==> src/hw/rtl/assert_macros.svh <==
// assertion helpers included by matrix_multiply_row_stream.sv
`ifndef ASSERT_MACROS_SVH
`define ASSERT_MACROS_SVH

// property checked on every rising clock edge, switched off while reset is low
`define ASSERT_CLK(lbl, clk, rst_n, prop, msg) \
	lbl: assert property (@(posedge clk) disable iff (!rst_n) prop) else $error(msg);

// same check, also held while reset is asserted
`define ASSERT_ALWAYS(lbl, clk, prop, msg) \
	lbl: assert property (@(posedge clk) prop) else $error(msg);

`endif

==> src/hw/rtl/mmrs_pkg.sv <==
package mmrs_pkg;

	localparam int OUT_ROWS   = 4;
	localparam int INNER_LEN  = 8;
	localparam int OUT_COLS   = 4;
	localparam int ELEM_WIDTH = 8;

	localparam int SUM_W   = 19;
	localparam int PROD_W  = 2 * ELEM_WIDTH;
	localparam int INNER_W = $clog2(INNER_LEN);
	localparam int COL_W   = 2;
	localparam int ROW_W   = 2;
	localparam int IDX_W   = 5;

	localparam logic REQ_LOAD = 1'b0;
	localparam logic REQ_DATA = 1'b1;

	typedef struct packed {
		logic                         req_type;
		logic [IDX_W-1:0]             coef_index;
		logic signed [ELEM_WIDTH-1:0] value;
	} in_item_t;

	typedef struct packed {
		logic signed [SUM_W-1:0] result_value;
		logic [ROW_W-1:0]        result_row;
		logic [COL_W-1:0]        result_col;
		logic                    last_of_row;
		logic                    last_of_matrix;
	} out_item_t;

	// controls common to every cell of the chain
	typedef struct packed {
		logic mac_en;
		logic row_end;
		logic shift_en;
	} cell_ctrl_t;

endpackage

==> src/hw/rtl/mmrs_stream_if.sv <==
interface mmrs_stream_if #(
	parameter type payload_t = logic
);
	logic     valid;
	logic     ready;
	payload_t payload;

	modport source (output valid, output payload, input ready);
	modport sink (input valid, input payload, output ready);
endinterface

==> src/hw/rtl/matrix_multiply_row_stream.sv <==
// Streams a 4x8 signed matrix, one element per beat in row-major order, against an
// 8x4 coefficient matrix held in a chain of four column cells; load beats
// (req_type 0) write one coefficient by index, data beats (req_type 1) take one
// element and update all four column sums in the cycle they are accepted. A beat
// is taken whenever req.ready is high, so one item per clock is sustained unless
// a row-closing element is held off. After the eighth element of a row the four
// sums move into the cells' result slots and leave on rsp one beat per cycle while
// rsp is ready, column 0 first, starting the cycle after; the result slots shift
// toward column 0, and a row-closing element is held off only while the previous
// row still has results waiting beyond the head slot, or its head result is
// waiting and rsp is not ready. Load a coefficient before any element that uses it.
`include "assert_macros.svh"

module matrix_multiply_row_stream
	import mmrs_pkg::*;
(
	input  logic          clk,
	input  logic          arst_n,
	mmrs_stream_if.sink   req,
	mmrs_stream_if.source rsp
);

	logic [INNER_W-1:0]  inner_q;
	logic [ROW_W-1:0]    row_q;
	in_item_t            item;
	logic                row_last;
	logic                can_load;
	logic                acc_data;
	logic                acc_load;
	logic                row_done;
	cell_ctrl_t          ctrl;
	out_item_t           res_chain [OUT_COLS+1];
	logic [OUT_COLS:0]   resv_chain;
	logic [OUT_COLS-1:0] resv_vec;

	assign item     = req.payload;
	assign row_last = (inner_q == INNER_W'(INNER_LEN - 1));
	assign resv_vec = resv_chain[OUT_COLS-1:0];

	// a new row may land once at most the head result is left and it leaves now
	assign can_load  = ((resv_vec >> 1) == '0) && (!resv_vec[0] || rsp.ready);
	assign req.ready = !(item.req_type == REQ_DATA && row_last) || can_load;

	assign acc_data = req.valid && req.ready && (item.req_type == REQ_DATA);
	assign acc_load = req.valid && req.ready && (item.req_type == REQ_LOAD);
	assign row_done = acc_data && row_last;

	assign ctrl.mac_en   = acc_data;
	assign ctrl.row_end  = row_last;
	assign ctrl.shift_en = rsp.valid && rsp.ready;

	always_ff @(posedge clk or negedge arst_n) begin
		if (!arst_n) begin
			inner_q <= '0;
			row_q   <= '0;
		end else if (acc_data) begin
			if (row_last) begin
				inner_q <= '0;
				row_q   <= (row_q == ROW_W'(OUT_ROWS - 1)) ? '0 : row_q + 1'b1;
			end else begin
				inner_q <= inner_q + 1'b1;
			end
		end
	end

	assign res_chain[OUT_COLS]  = '0;
	assign resv_chain[OUT_COLS] = 1'b0;

	for (genvar j = 0; j < OUT_COLS; j++) begin : g_cell
		out_item_t meta;

		always_comb begin
			meta                = '0;
			meta.result_row     = row_q;
			meta.result_col     = COL_W'(j);
			meta.last_of_row    = (j == OUT_COLS - 1);
			meta.last_of_matrix = (j == OUT_COLS - 1) && (row_q == ROW_W'(OUT_ROWS - 1));
		end

		mmrs_cell u_cell (
			.clk      (clk),
			.arst_n   (arst_n),
			.ctrl     (ctrl),
			.ld_en    (acc_load && (item.coef_index[COL_W-1:0] == COL_W'(j))),
			.ld_row   (item.coef_index[COL_W +: INNER_W]),
			.elem     (item.value),
			.inner    (inner_q),
			.meta     (meta),
			.res_in   (res_chain[j+1]),
			.resv_in  (resv_chain[j+1]),
			.res_out  (res_chain[j]),
			.resv_out (resv_chain[j])
		);
	end

	assign rsp.valid   = resv_chain[0];
	assign rsp.payload = res_chain[0];

	// pending results always form an unbroken run starting at column 0
	`ASSERT_CLK(a_resv_prefix, clk, arst_n, ((resv_vec + 1'b1) & resv_vec) == '0, "result slots have a gap")
	`ASSERT_CLK(a_row_fill, clk, arst_n, row_done |=> (resv_vec == '1), "row end did not fill all result slots")
	`ASSERT_CLK(a_row_wrap, clk, arst_n, row_done |=> (inner_q == '0), "inner position did not wrap at row end")
	`ASSERT_CLK(a_last_flags, clk, arst_n, (rsp.valid && rsp.payload.last_of_matrix) |-> rsp.payload.last_of_row, "matrix end without row end")

endmodule

==> src/hw/rtl/mmrs_cell.sv <==
module mmrs_cell
	import mmrs_pkg::*;
(
	input  logic                         clk,
	input  logic                         arst_n,
	input  cell_ctrl_t                   ctrl,
	input  logic                         ld_en,
	input  logic [INNER_W-1:0]           ld_row,
	input  logic signed [ELEM_WIDTH-1:0] elem,
	input  logic [INNER_W-1:0]           inner,
	input  out_item_t                    meta,
	input  out_item_t                    res_in,
	input  logic                         resv_in,
	output out_item_t                    res_out,
	output logic                         resv_out
);

	// one coefficient column, indexed by inner position
	logic signed [ELEM_WIDTH-1:0] coef_q [INNER_LEN];
	logic signed [SUM_W-1:0]      acc_q;
	logic signed [PROD_W-1:0]     prod;
	logic signed [SUM_W-1:0]      sum_next;
	out_item_t                    res_q;
	logic                         resv_q;
	out_item_t                    res_d;

	assign prod     = elem * coef_q[inner];
	assign sum_next = acc_q + {{(SUM_W-PROD_W){prod[PROD_W-1]}}, prod};

	always_comb begin
		res_d              = meta;
		res_d.result_value = sum_next;
	end

	always_ff @(posedge clk) begin
		if (ld_en) begin
			coef_q[ld_row] <= elem;
		end
	end

	always_ff @(posedge clk or negedge arst_n) begin
		if (!arst_n) begin
			acc_q <= '0;
		end else if (ctrl.mac_en) begin
			acc_q <= ctrl.row_end ? '0 : sum_next;
		end
	end

	// result slot: loaded at row end, otherwise shifts toward column 0
	always_ff @(posedge clk or negedge arst_n) begin
		if (!arst_n) begin
			resv_q <= 1'b0;
		end else if (ctrl.mac_en && ctrl.row_end) begin
			resv_q <= 1'b1;
		end else if (ctrl.shift_en) begin
			resv_q <= resv_in;
		end
	end

	always_ff @(posedge clk) begin
		if (ctrl.mac_en && ctrl.row_end) begin
			res_q <= res_d;
		end else if (ctrl.shift_en) begin
			res_q <= res_in;
		end
	end

	assign res_out  = res_q;
	assign resv_out = resv_q;

endmodule

==> src/flat_wrapper.sv <==
// flat-port wrapper written by rule: the top's interface ports become plain ports
module matrix_multiply_row_stream_flat import mmrs_pkg::*;
  (clk, arst_n, req_valid, req_payload, req_ready, rsp_valid, rsp_payload, rsp_ready);
  mmrs_stream_if #(.payload_t(in_item_t)) req_i ();
  mmrs_stream_if #(.payload_t(out_item_t)) rsp_i ();
  input  logic clk;
  input  logic arst_n;
  input wire logic [$bits(req_i.valid)-1:0] req_valid;
  input wire logic [$bits(req_i.payload)-1:0] req_payload;
  output wire logic [$bits(req_i.ready)-1:0] req_ready;
  output wire logic [$bits(rsp_i.valid)-1:0] rsp_valid;
  output wire logic [$bits(rsp_i.payload)-1:0] rsp_payload;
  input wire logic [$bits(rsp_i.ready)-1:0] rsp_ready;
  assign req_i.valid = req_valid;
  assign req_i.payload = req_payload;
  assign req_ready = req_i.ready;
  assign rsp_valid = rsp_i.valid;
  assign rsp_payload = rsp_i.payload;
  assign rsp_i.ready = rsp_ready;
  matrix_multiply_row_stream u_core (.clk(clk), .arst_n(arst_n), .req(req_i), .rsp(rsp_i));
endmodule
==> config.mk <==
export PLATFORM = sky130hd
export DESIGN_NAME = matrix_multiply_row_stream_flat
export DESIGN_NICKNAME = d
export VERILOG_FILES = /design/src/hw/rtl/mmrs_pkg.sv /design/src/hw/rtl/mmrs_stream_if.sv /design/src/hw/rtl/matrix_multiply_row_stream.sv /design/src/hw/rtl/mmrs_cell.sv /design/src/flat_wrapper.sv
export VERILOG_INCLUDE_DIRS = /design/src /design/src/hw/rtl
export SDC_FILE = /design/constraint.sdc
export NUM_CORES = 1
export LEC_CHECK = 0
export ABC_AREA = 1
export BUFFER_PORTS_ARGS = -buffer_cell sky130_fd_sc_hd__buf_2
export CORE_AREA = 8 8 308 310
export CTS_BUF_LIST = sky130_fd_sc_hd__clkbuf_2
export CTS_CLUSTER_DIAMETER = 120
export CTS_CLUSTER_SIZE = 40
export DETAILED_ROUTE_END_ITERATION = 10
export DIE_AREA = 0 0 316 318
export PLACE_DENSITY = 0.55
export SKIP_CTS_REPAIR_TIMING = 1
export SLEW_MARGIN = 25
export SYNTH_ARGS = -nofsm -noshare
export SYNTH_HDL_FRONTEND = slang
export SYNTH_SLANG_ARGS = --single-unit
==> constraint.sdc <==
create_clock -name clk -period 6.22 [get_ports clk]
set_input_delay 1.244 -clock clk [delete_from_list [all_inputs] [get_ports clk]]
set_output_delay 1.244 -clock clk [all_outputs]
set_load 0.05 [all_outputs]
* After elaboration in Yosys (flattened, before gate mapping)
Memories as Yosys holds them, arrays and structs flattened. Cells that the tools add are included.
Word-level totals: bits in registers 185, bits in writable memories 256, memories 4
Operators by class: add/sub/neg operators 6, multiply operators 4, eq/ne operators 5, mux-type cells 30, bitwise operators 1, reduce and logical (&&, ||, !) cells 19
Memories:
- u_core.g_cell[0].u_cell.coef_q | depth 8, bits a word 8, rd ports 1, clocked after Yosys merged registers in 0, wr ports 1, RTL line mmrs_cell.sv:19 | logic signed [ELEM_WIDTH-1:0] coef_q [INNER_LEN];
- u_core.g_cell[1].u_cell.coef_q | depth 8, bits a word 8, rd ports 1, clocked after Yosys merged registers in 0, wr ports 1, RTL line mmrs_cell.sv:19
- u_core.g_cell[2].u_cell.coef_q | depth 8, bits a word 8, rd ports 1, clocked after Yosys merged registers in 0, wr ports 1, RTL line mmrs_cell.sv:19
- u_core.g_cell[3].u_cell.coef_q | depth 8, bits a word 8, rd ports 1, clocked after Yosys merged registers in 0, wr ports 1, RTL line mmrs_cell.sv:19
Operator list (count):
- 25-bit 2-to-1 mux | 8
- 19-bit adder | 4
- 19-bit 2-to-1 mux | 4
- 8-bit by 8-bit multiplier with 16-bit output | 4
- 1-bit 2-to-1 mux | 16
- 1-bit logical AND | 11
- 2-bit == test, second input constant | 3
- 4-bit logical NOT | 1
- 3-bit by 1-bit adder with 3-bit output, second input constant | 1
- 3-bit == test, second input constant | 1
- 3-bit 2-to-1 mux | 1
- 2-bit by 1-bit adder with 2-bit output, second input constant | 1
- 2-bit by 1-bit == test with 1-bit output, second input constant | 1
- 1-bit logical NOT | 2
- 2-bit logical NOT | 1
- 1-bit logical OR | 2
- 2-bit 2-to-1 mux | 1
- 2-bit AND reduction | 1
- 2-bit nonzero test | 1
- 1-bit inverter | 1

* Logic depth before layout (Yosys ltp)
Gate-level depths: netlist (run 1).
depth after elaboration 9, mapped depth 40, depth with buffers taken out 37

* By module
A second synthesis (run 1) with hierarchy kept.
Second synthesis, totals: cell total of the unflattened synthesis 3552, area, all modules 31980.7 µm²
Modules (own cells, without submodules):
- mmrs_cell at u_core.g_cell[1].u_cell | instances 1, cells an instance 885, area an instance 7958.9 µm², sequential area each 3173.0 µm²
- mmrs_cell at u_core.g_cell[0].u_cell | instances 1, cells an instance 891, area an instance 7943.9 µm², sequential area each 3173.0 µm²
- mmrs_cell at u_core.g_cell[2].u_cell | instances 1, cells an instance 862, area an instance 7880.1 µm², sequential area each 3173.0 µm²
- mmrs_cell at u_core.g_cell[3].u_cell | instances 1, cells an instance 865, area an instance 7838.8 µm², sequential area each 3173.0 µm²
- matrix_multiply_row_stream | instances 1, cells an instance 49, area an instance 359.1 µm², sequential area each 125.1 µm²

* Worst setup path before layout (run 1)
Ideal clock, no wire load.
path type input to register, start point input port req_payload[7], end point register u_core.g_cell[0].u_cell.res_q (netlist bit u_core.g_cell[0].u_cell.res_out[23]) (data pin), arrival 6451 ps, required time 5967 ps, path slack -484 ps, stages 30, path buffers 2, path through clkbuf_1 inv_1 clkbuf_1 nor2_1 inv_1 fa_1 fa_1 inv_1 fa_1 inv_1 fa_1 inv_1 ha_1 a21oi_1 o21ai_0 a21oi_1 o21ai_0 xnor2_1 inv_1 ha_1 inv_1 o21ai_0 o21bai_1 inv_1 nor2_1 nor2_1 nand3_1 or2_2 nand3_1 nand2_1
On the way: word-level cells in the longest chain between the ends 3
Ends and longest elaborated chain:
- start: declaration | RTL line flat_wrapper.sv:9 | input wire logic [$bits(req_i.payload)-1:0] req_payload;
- 8-bit by 8-bit multiplier with 16-bit output | RTL line mmrs_cell.sv:27 | assign prod = elem * coef_q[inner];
- 19-bit adder | RTL line mmrs_cell.sv:28 | assign sum_next = acc_q + {{(SUM_W-PROD_W){prod[PROD_W-1]}}, prod};
- 25-bit 2-to-1 mux | RTL line mmrs_cell.sv:61 | if (ctrl.mac_en && ctrl.row_end) begin
- end signal: assignment | RTL line mmrs_cell.sv:62 | res_q <= res_d;
- end signal: assignment | RTL line mmrs_cell.sv:64 | res_q <= res_in;
- end: declaration | RTL line mmrs_cell.sv:23 | out_item_t res_q;
Every way passes these cells. A chain may end at the register's enable or synchronous reset.

* Final worst setup path (run 1)
start point register u_core.inner_q[0], end point register u_core.g_cell[3].u_cell.res_q (netlist bit u_core.g_cell[3].u_cell.res_out[23]) (data pin)
On the way: word-level cells in the longest chain between the ends 8, elaborated cells between the ends (all ways) 11
Ends and longest elaborated chain:
- start: declaration | RTL line matrix_multiply_row_stream.sv:23 | logic [INNER_W-1:0] inner_q;
- start signal: assignment | RTL line matrix_multiply_row_stream.sv:61 | inner_q <= inner_q + 1'b1;
- parallel branches: the longest is 7 deep, another holds 19-bit adder
- 25-bit 2-to-1 mux (*) | RTL line mmrs_cell.sv:61
- end signal: assignment | RTL line mmrs_cell.sv:62
- end signal: assignment | RTL line mmrs_cell.sv:64
- end: declaration | RTL line mmrs_cell.sv:23
Mark *: on every way between the ends.

==> qor.yml, run 1 <==
status: "complete, but fails checks"
violations: "negative setup slack"
drt-vias-per-instance: 4.910
netlist_area_sq_um: 31160
ys_async_sr_fraction_pct: 19.41
cp-start-kind: "flop"
arrival_ps: 7660
start_util_pct: 34.78
grt_pass1_vias: 25380
synth.net_count: 3873
nNetsFinal: 4420
coreArea_sq_um: 89600
die_h_microns: 318
htreeDepth: 1
grt_max_degree: 60
setup_tns_ps: -13240
synth_cell_type_count: 42
grt_pass1_wl_microns: 134500
hold_viol_final: 0
numCtsBuffers: 18
synth_edf_count: 341
globalRouteOverflowTotal: 0
num_vias: 25400
path_max_fanout: 6
maxSlewViolCount: 0
dpl_worst_slack_ps: -711.5
nFillCells: 8371
synth.ff_latch_count: 438
cts_sinks: 438
setup_violations: 66
fmax_ghz: 0.1486
die_area_sq_um: 100500
timing.slew.headroom_pct: 26.30
drt_pass1_iterations: 5
insertion_delay_ps: 1190
post_drt_wl_per_cell_microns: 17.55
layout_common_cells: "489 x buf_4, 468 x inv_1, 466 x nand2_1, 368 x nor2_1, 341 x edfxtp_1"
worst-setup-path-type: "reg2reg"
cp_slowest_stage_delay_ps: 660
grt_antenna_before_repair: 5
final_common_cell: "buf_4"
yosysSeqAreaShare_pct: 40.45
gp_congestion: 0.8730
pin_count: 45
layout-drive-gt1-share_pct: 32.93
synthCells: 3437
worst_pin_slew_ps: 1105
syn_avg_cell_area_sq_um: 9.067
min_period_over_period_pct: 108.2
crit_path_top_delay_cell: "dfrtp_4"
cts_buffer_depth: 3
yosysWarnings: 0
routed_wl_microns: 90820
dp_hpwl_microns: 63450
worst_slack_ps: -509.5
die_x_microns: 316
ant_nets: 0
critPathCaptureType: "flop"
maxCapViolations: 0
clk_transition_reported_paths_ps: 680
cp.required_ps: 7150
grt_setup_unrepaired: "yes"
cts_tree: "yes"
finalCriticalPeriod_ps: 6730
rows: 110
cts-root-buf: "clkbuf_2"
grt_usage_pct: 16.58
final_core_util_pct: 46.18
ys.flop_type: "edfxtp_1"
min_path_type: "in2async"
io_buffers: 44
cp_common_cell: "fa_1"
drc: 0
area_delta_synth_final_pct: 32.76
drt_iter0_markers: 1663
fin_skew_ps: 113.9
==> sequential cells by signal, indices dropped and copies added, names as in the netlist <==
name	cells
u_core.g_cell.u_cell.coef_q	256
u_core.g_cell.u_cell.res_out	97
u_core.row_q	2
u_core.g_cell.u_cell.resv_out	4
u_core.inner_q	3
u_core.g_cell.u_cell.acc_q	76
==> path summary, 6_finish.rpt <==
check | start | end | slack (ps) | cells past startpoint
setup / recovery | u_core.inner_q[0] | u_core.g_cell[3].u_cell.res_out[23] | -510 | 33
hold / removal | arst_n | u_core.g_cell[0].u_cell.acc_q[13] | 80 | 1
setup reg to reg | u_core.inner_q[0] | u_core.g_cell[3].u_cell.res_out[23] | -510 | 33
hold reg to reg | u_core.g_cell[1].u_cell.res_out[2] | u_core.g_cell[1].u_cell.res_out[2] | 510 | 2
max in group asynchronous | arst_n | u_core.g_cell[1].u_cell.acc_q[10] | 5070 | 2
min in group clk | req_payload[3] | u_core.g_cell[2].u_cell.coef_q[4][3] | 310 | 1
==> through the flow <==
step	std cells	area [sq um]	hold slack [ps]
after floorplan	3437	31330	455.5
after global placement	5029	36420	472.7
after detailed placement	5029	36420	480.4
after CTS	5061	36670	4.347
after global routing	5174	41370	64.99
final	5174	41370	77.53
==> logic make-up (layout without fill, tap and decap cells) <==
logic type                 Yosys count  in the layout  share of synthesized area (%)
DFF                                438            438                          40.45
and+or+nand+nor                   1334           1334                          17.50
other                                0              2                              0
xor gates and xnor gates            79             79                          2.220
adders and majority gates          418            418                          22.18
buffers and inverters              674           1233                          8.592
AOI/OAI and AO/OA                  494            494                          9.054
==> cells in the mapped netlist, drive strengths merged (33+ instances only) <==
library cell / n / area (sq um)
a21oi: 103 / 515.5
buf: 59 / 362.9
clkbuf: 54 / 209.0
dfrtp: 85 / 2127
edfxtp: 341 / 10240
fa: 224 / 4484
ha: 194 / 2427
inv: 561 / 2106
nand2: 602 / 2277
nand3: 237 / 1196
nor2: 450 / 1697
o21ai: 257 / 1286
o221ai: 40 / 350.3
xnor2: 33 / 289.0
xor2: 46 / 402.9
==> layer usage <==
metal | wire [microns] | GRT usage [%] | up-vias
li1 | - | - | 12290
met1 | 39620 | 21.86 | 12540
met2 | 45680 | 29.09 | 464
met3 | 3476 | 1.596 | 101
met4 | 2001 | 4.031 | 6
met5 | 40 | 0 | -
==> cell type report <==
type / count / area, sq um / share of cell area [%]
multi-input cells: 2325 / 19200 / 46.40
clock buffers: 23 / 115.1 / 0.2782
flip-flops and latches: 438 / 12610 / 30.48
well taps: 1176 / 1471 / 3.557
inverters: 561 / 2147 / 5.190
diodes: 2 / 5.005 / 0.01210
repair buffers: 640 / 5695 / 13.77
clock inverters: 9 / 130.1 / 0.3145
==> worst max-delay path: cells and delay by family (launching register included) <==
kind	cells	cell delay (ps)
fa+ha+maj	6	2570
simple gates	11	1160
compound gates	5	890
buf+inv	9	870
flops	1	660
xor+xnor	2	310
Power of run 1 is left out: the tool's default activity adds up to more than one toggle a clock period on the data nets, which glitch-free logic cannot reach.
==> run 2, diff against run 1 <==
- GPL_ROUTABILITY_DRIVEN: unset -> 0
- PLACE_DENSITY: 0.55 -> 0.53
- clock period: 6.22 -> 7.25 ns (I/O delays scaled with it)
==> qor.yml, run 2 (synthesis gave the netlist of run 1 again) <==
rrSetupSlack_ps: 360  # was -510 ps
worst_pin_slew_ps: 962.5  # was 1105 ps
rows: 110  # unchanged
grt_pass1_wl_microns: 132200  # was 134500 microns
timing.slew.headroom_pct: 35.74  # was 26.30%
cts_buffer_depth: 3  # unchanged
regMostFlops: "u_core.g_cell.u_cell.coef_q"  # unchanged
final_common_cell: "nand2_1"  # was buf_4
reg2reg_to: "u_core.g_cell[1].u_cell.res_out[24]"  # was u_core.g_cell[3].u_cell.res_out[23]
drc: 0  # unchanged
routed_wl_microns: 82430  # was 90820 microns
cp-start-kind: "flop"  # unchanged
maxCapViolations: 0  # unchanged
hold_viol_final: 0  # unchanged
cp.required_ps: 8130  # was 7150 ps
cp_slowest_stage_delay_ps: 650  # was 660 ps
fin_skew_ps: 185.6  # was 113.9 ps
final_cell_area_sq_um: 33710  # was 41370 sq um
setup_tns_ps: 0  # was -13240 ps
drt_iter0_markers: 1480  # was 1663
cp-startpoint: "u_core.inner_q[0]"  # unchanged
status: "finished, final reports clean"  # was complete, but fails checks
cts-root-buf: "clkbuf_2"  # unchanged
min_path_type: "in2async"  # unchanged
cts_sinks: 438  # unchanged
ant_nets: 0  # unchanged
arrival_ps: 7760  # was 7660 ps
place_area_sq_um: 33270  # was 36420 sq um
area_delta_synth_final_pct: 8.182  # was 32.76%
critPathCaptureType: "flop"  # unchanged
cts_tree: "yes"  # unchanged
start_util_pct: 34.78  # unchanged
grt_setup_unrepaired: "no"  # was yes
pin_count: 45  # unchanged
htreeDepth: 1  # unchanged
cp_top_family: "adder cells"  # unchanged
path_max_fanout: 32  # was 6
io_buffers: 44  # unchanged
maxSlewViolCount: 0  # unchanged
die_h_microns: 318  # unchanged
largest_reg_flops: 256  # unchanged
layout_common_cells: "594 x nand2_1, 541 x inv_1, 447 x nor2_1, 341 x edfxtp_1, 235 x nand3_1"  # was 489 x buf_4, 468 x inv_1, 466 x nand2_1, 368 x nor2_1, 341 x edfxtp_1
grt_pass1_vias: 23980  # was 25380
min_period_over_period_pct: 94.98  # was 108.2%
worst-setup-path-type: "reg2reg"  # unchanged
drt-vias-per-instance: 4.945  # was 4.910
clk_transition_reported_paths_ps: 710  # was 680 ps
insertion_delay_ps: 1210  # was 1190 ps
fmax_ghz: 0.1452  # was 0.1486 GHz
globalRouteOverflowTotal: 0  # unchanged
timing.rr.start: "u_core.inner_q[0]"  # unchanged
grt_usage_pct: 16.36  # was 16.58%
dp_hpwl_microns: 60650  # was 63450 microns
coreArea_sq_um: 89600  # unchanged
drt_pass1_iterations: 7  # was 5
layout-drive-gt1-share_pct: 6.446  # was 32.93%
post_drt_wl_per_cell_microns: 17.59  # was 17.55 microns
numCtsBuffers: 17  # was 18
crit_path_top_delay_cell: "dfrtp_4"  # unchanged
die_x_microns: 316  # unchanged
nNetsFinal: 3932  # was 4420
grt_antenna_before_repair: 4  # was 5
die_area_sq_um: 100500  # unchanged
finalCriticalPeriod_ps: 6886  # was 6730 ps
ff2ff_path_depth: 33  # unchanged
grt_max_degree: 67  # was 60
critical_path_buf_inv_count: 10  # was 9
num_vias: 23170  # was 25400
setup_violations: 0  # was 66
run 2: through the flow:
step	setup WS (ps)	hold WS, ps	util, %	cells
global route	2.953	91.04	37.62	4683
CTS	332.5	47.50	37.42	4676
finish	364.0	178.5	37.63	4685
floorplan	339.8	455.5	-	3437
global placement	38.93	474.3	37.14	4647
detailed placement	16.41	477.9	37.14	4647
run 2: layout make-up:
cell class                      count  area [sq um]
Antenna cell                        3         7.507
Clock buffer                       20         100.1
Clock inverter                      9         153.9
Fill cell                        9045         55880
Inverter                          561          2111
Multi-Input combinational cell   2325         15910
Sequential cell                   438         12610
Tap cell                         1176          1471
Timing Repair Buffer              153          1345
run 2: worst reg2reg max path, delay by kind of cell (launching register included):
family,cells,cell delay (ps)
adders and majority gates,6,2770
xor gates and xnor gates,1,330
DFF,1,650
AOI/OAI and AO/OA,5,830
and+or+nand+nor,11,980
buffers and inverters,10,1000
run 2: routing by layer:
layer	GRT usage (%)	vias to the layer above	share of wire [%]
met2	29.22	438	49
li1	-	11310	-
met1	21.47	11320	45
met3	1.284	94	3.6
met4	3.602	2	2.1
met5	0	-	0.016
run 2: how the worst max path moves through the flow:
stage | to | cells after the start | slack, ps
floorplan | u_core.g_cell[0].u_cell.res_out[23] | 30 | 340
global placement | u_core.g_cell[2].u_cell.res_out[23] | 32 | 40
detailed placement | u_core.g_cell[2].u_cell.res_out[24] | 32 | 20
CTS | u_core.g_cell[2].u_cell.res_out[24] | 32 | 330
global route | u_core.g_cell[1].u_cell.res_out[24] | 36 | 3
finish | u_core.g_cell[1].u_cell.res_out[24] | 33 | 360
Power of run 2 is left out for the same reason.
==> run 3, diff against run 2 <==
- HOLD_SLACK_MARGIN: unset -> 0.03
- REMOVE_ABC_BUFFERS: unset -> 1
- clock period: 7.25 -> 8.1 ns (I/O delays scaled with it)
==> qor.yml, run 3 (synthesis gave the netlist of run 1 again) <==
grt_max_degree: 73  # was 67
min_period_over_period_pct: 89.70  # was 94.98%
globalRouteOverflowTotal: 0  # unchanged
reg2reg_to: "u_core.g_cell[3].u_cell.acc_q[17]"  # was u_core.g_cell[1].u_cell.res_out[24]
hold_viol_final: 0  # unchanged
area_delta_synth_final_pct: 5.990  # was 8.182%
path_max_fanout: 66  # was 32
setup_tns_ps: 0  # unchanged
grt_antenna_before_repair: 3  # was 4
final_cell_area_sq_um: 33030  # was 33710 sq um
finalNonFillerCells: 4629  # was 4685
setup.worst_path.end: "u_core.g_cell[3].u_cell.acc_q[17]"  # was u_core.g_cell[1].u_cell.res_out[24]
timing.rr.start: "u_core.inner_q[0]"  # unchanged
grt_pass1_wl_microns: 130200  # was 132200 microns
numCtsBuffers: 17  # unchanged
drt_iter0_markers: 1430  # was 1480
drc: 0  # unchanged
insertion_delay_ps: 1260  # was 1210 ps
nFillCells: 9150  # was 9045
finalCriticalPeriod_ps: 7266  # was 6886 ps
cp-start-kind: "flop"  # unchanged
crit_path_top_delay_cell: "dfrtp_4"  # unchanged
maxSlewViolCount: 0  # unchanged
arrival_ps: 8290  # was 7760 ps
status: "finished, final reports clean"  # unchanged
fmax_ghz: 0.1376  # was 0.1452 GHz
cp_common_cell: "nand2_1"
drt-vias-per-instance: 4.934  # was 4.945
die_h_microns: 318  # unchanged
drt_pass1_iterations: 5  # was 7
rows: 110  # unchanged
min_path_type: "in2async"  # unchanged
whs_ps: 196.4  # was 178.5 ps
cts_sinks: 438  # unchanged
grt_setup_unrepaired: "no"  # unchanged
die_x_microns: 316  # unchanged
layout-drive-gt1-share_pct: 4.780  # was 6.446%
post_drt_wl_per_cell_microns: 17.37  # was 17.59 microns
setup_violations: 0  # unchanged
fin_skew_ps: 175.6  # was 185.6 ps
cp-startpoint: "u_core.inner_q[0]"  # unchanged
regMostFlops: "u_core.g_cell.u_cell.coef_q"  # unchanged
place_inst: 4599  # was 4647
place_area_sq_um: 32780  # was 33270 sq um
worst_pin_slew_ps: 1013  # was 962.5 ps
grt_usage_pct: 16.12  # was 16.36%
layout_common_cells: "596 x nand2_1, 542 x inv_1, 448 x nor2_1, 341 x edfxtp_1, 235 x nand3_1"  # was 594 x nand2_1, 541 x inv_1, 447 x nor2_1, 341 x edfxtp_1, 235 x nand3_1
cts-root-buf: "clkbuf_2"  # unchanged
htreeDepth: 1  # unchanged
rrSetupSlack_ps: 830  # was 360 ps
pin_count: 45  # unchanged
die_area_sq_um: 100500  # unchanged
ff2ff_path_depth: 34  # was 33
nNetsFinal: 3878  # was 3932
io_buffers: 44  # unchanged
cp.required_ps: 9120  # was 8130 ps
clk_transition_reported_paths_ps: 690  # was 710 ps
num_vias: 22840  # was 23170
start_util_pct: 34.78  # unchanged
routed_wl_microns: 80420  # was 82430 microns
worst-setup-path-type: "reg2reg"  # unchanged
maxCapViolations: 0  # unchanged
largest_reg_flops: 256  # unchanged
critPathCaptureType: "flop"  # unchanged
final_common_cell: "nand2_1"  # unchanged
timing.slew.headroom_pct: 32.25  # was 35.74%
dp_hpwl_microns: 59050  # was 60650 microns
coreArea_sq_um: 89600  # unchanged
cts_tree: "yes"  # unchanged
cts_buffer_depth: 3  # unchanged
ant_nets: 0  # unchanged
cp_slowest_stage_delay_ps: 760  # was 650 ps
grt_pass1_vias: 23740  # was 23980
[run 3: cell types whose count changed in the layout (fill, tap and decap cells not counted), sizes merged]
cell,previous run,this run
bufinv,1,0
clkinv,3,4
clkinvlp,1,0
clkbuf,24,21
diode,3,1
buf,149,99
[run 3: layout make-up]
cell class                 count  area [sq um]  area share, %
antenna                        1         2.502       0.007576
clock buffer                  21         105.1         0.3182
clock inverter                 8         137.6         0.4167
inverter                     561          2107          6.379
multi-input combinational   2325         15900          48.13
sequential                   438         12610          38.18
tap                         1176          1471          4.455
timing repair buffer          99         698.2          2.114
[run 3: metrics by stage]
step | worst slack (ps) | util, %
6_report | 834.3 | 36.86
5_1_grt | 143.2 | 36.86
4_1_cts | 823.0 | 36.86
3_5_place_dp | 496.3 | 36.59
3_3_place_gp | 560.4 | 36.59
2_1_floorplan | -652.4 | -
[run 3: worst max-delay path, delay by kind of cell, from the launching register on]
family | cells | cell delay, ps
fa+ha+maj | 6 | 2710
flops | 1 | 760
compound gates | 6 | 820
xor+xnor | 2 | 350
buf+inv | 8 | 930
simple gates | 12 | 1460
[run 3: metal layers]
layer  wire [microns]  GRT usage [%]  up-vias
li1                 -              -    11170
met1            36140          21.11    11200
met2            40110          28.94      379
met3             2587          1.233       87
met4             1557          3.398        4
met5               24              0        -
[run 3: worst min path at each step]
stage | from | to | slack, ps | depth (start not counted)
after detailed placement | u_core.g_cell[2].u_cell.res_out[3] | u_core.g_cell[2].u_cell.res_out[3] | 480 | 2
after global routing | arst_n | u_core.g_cell[0].u_cell.acc_q[18] | 120 | 1
after floorplan | u_core.g_cell[0].u_cell.acc_q[10] | u_core.g_cell[0].u_cell.acc_q[10] | 460 | 2
final | arst_n | u_core.g_cell[0].u_cell.acc_q[18] | 200 | 1
after CTS | arst_n | u_core.g_cell[0].u_cell.acc_q[18] | 80 | 1
after global placement | u_core.g_cell[3].u_cell.acc_q[16] | u_core.g_cell[3].u_cell.acc_q[16] | 470 | 2
Power of run 3 is left out for the same reason.
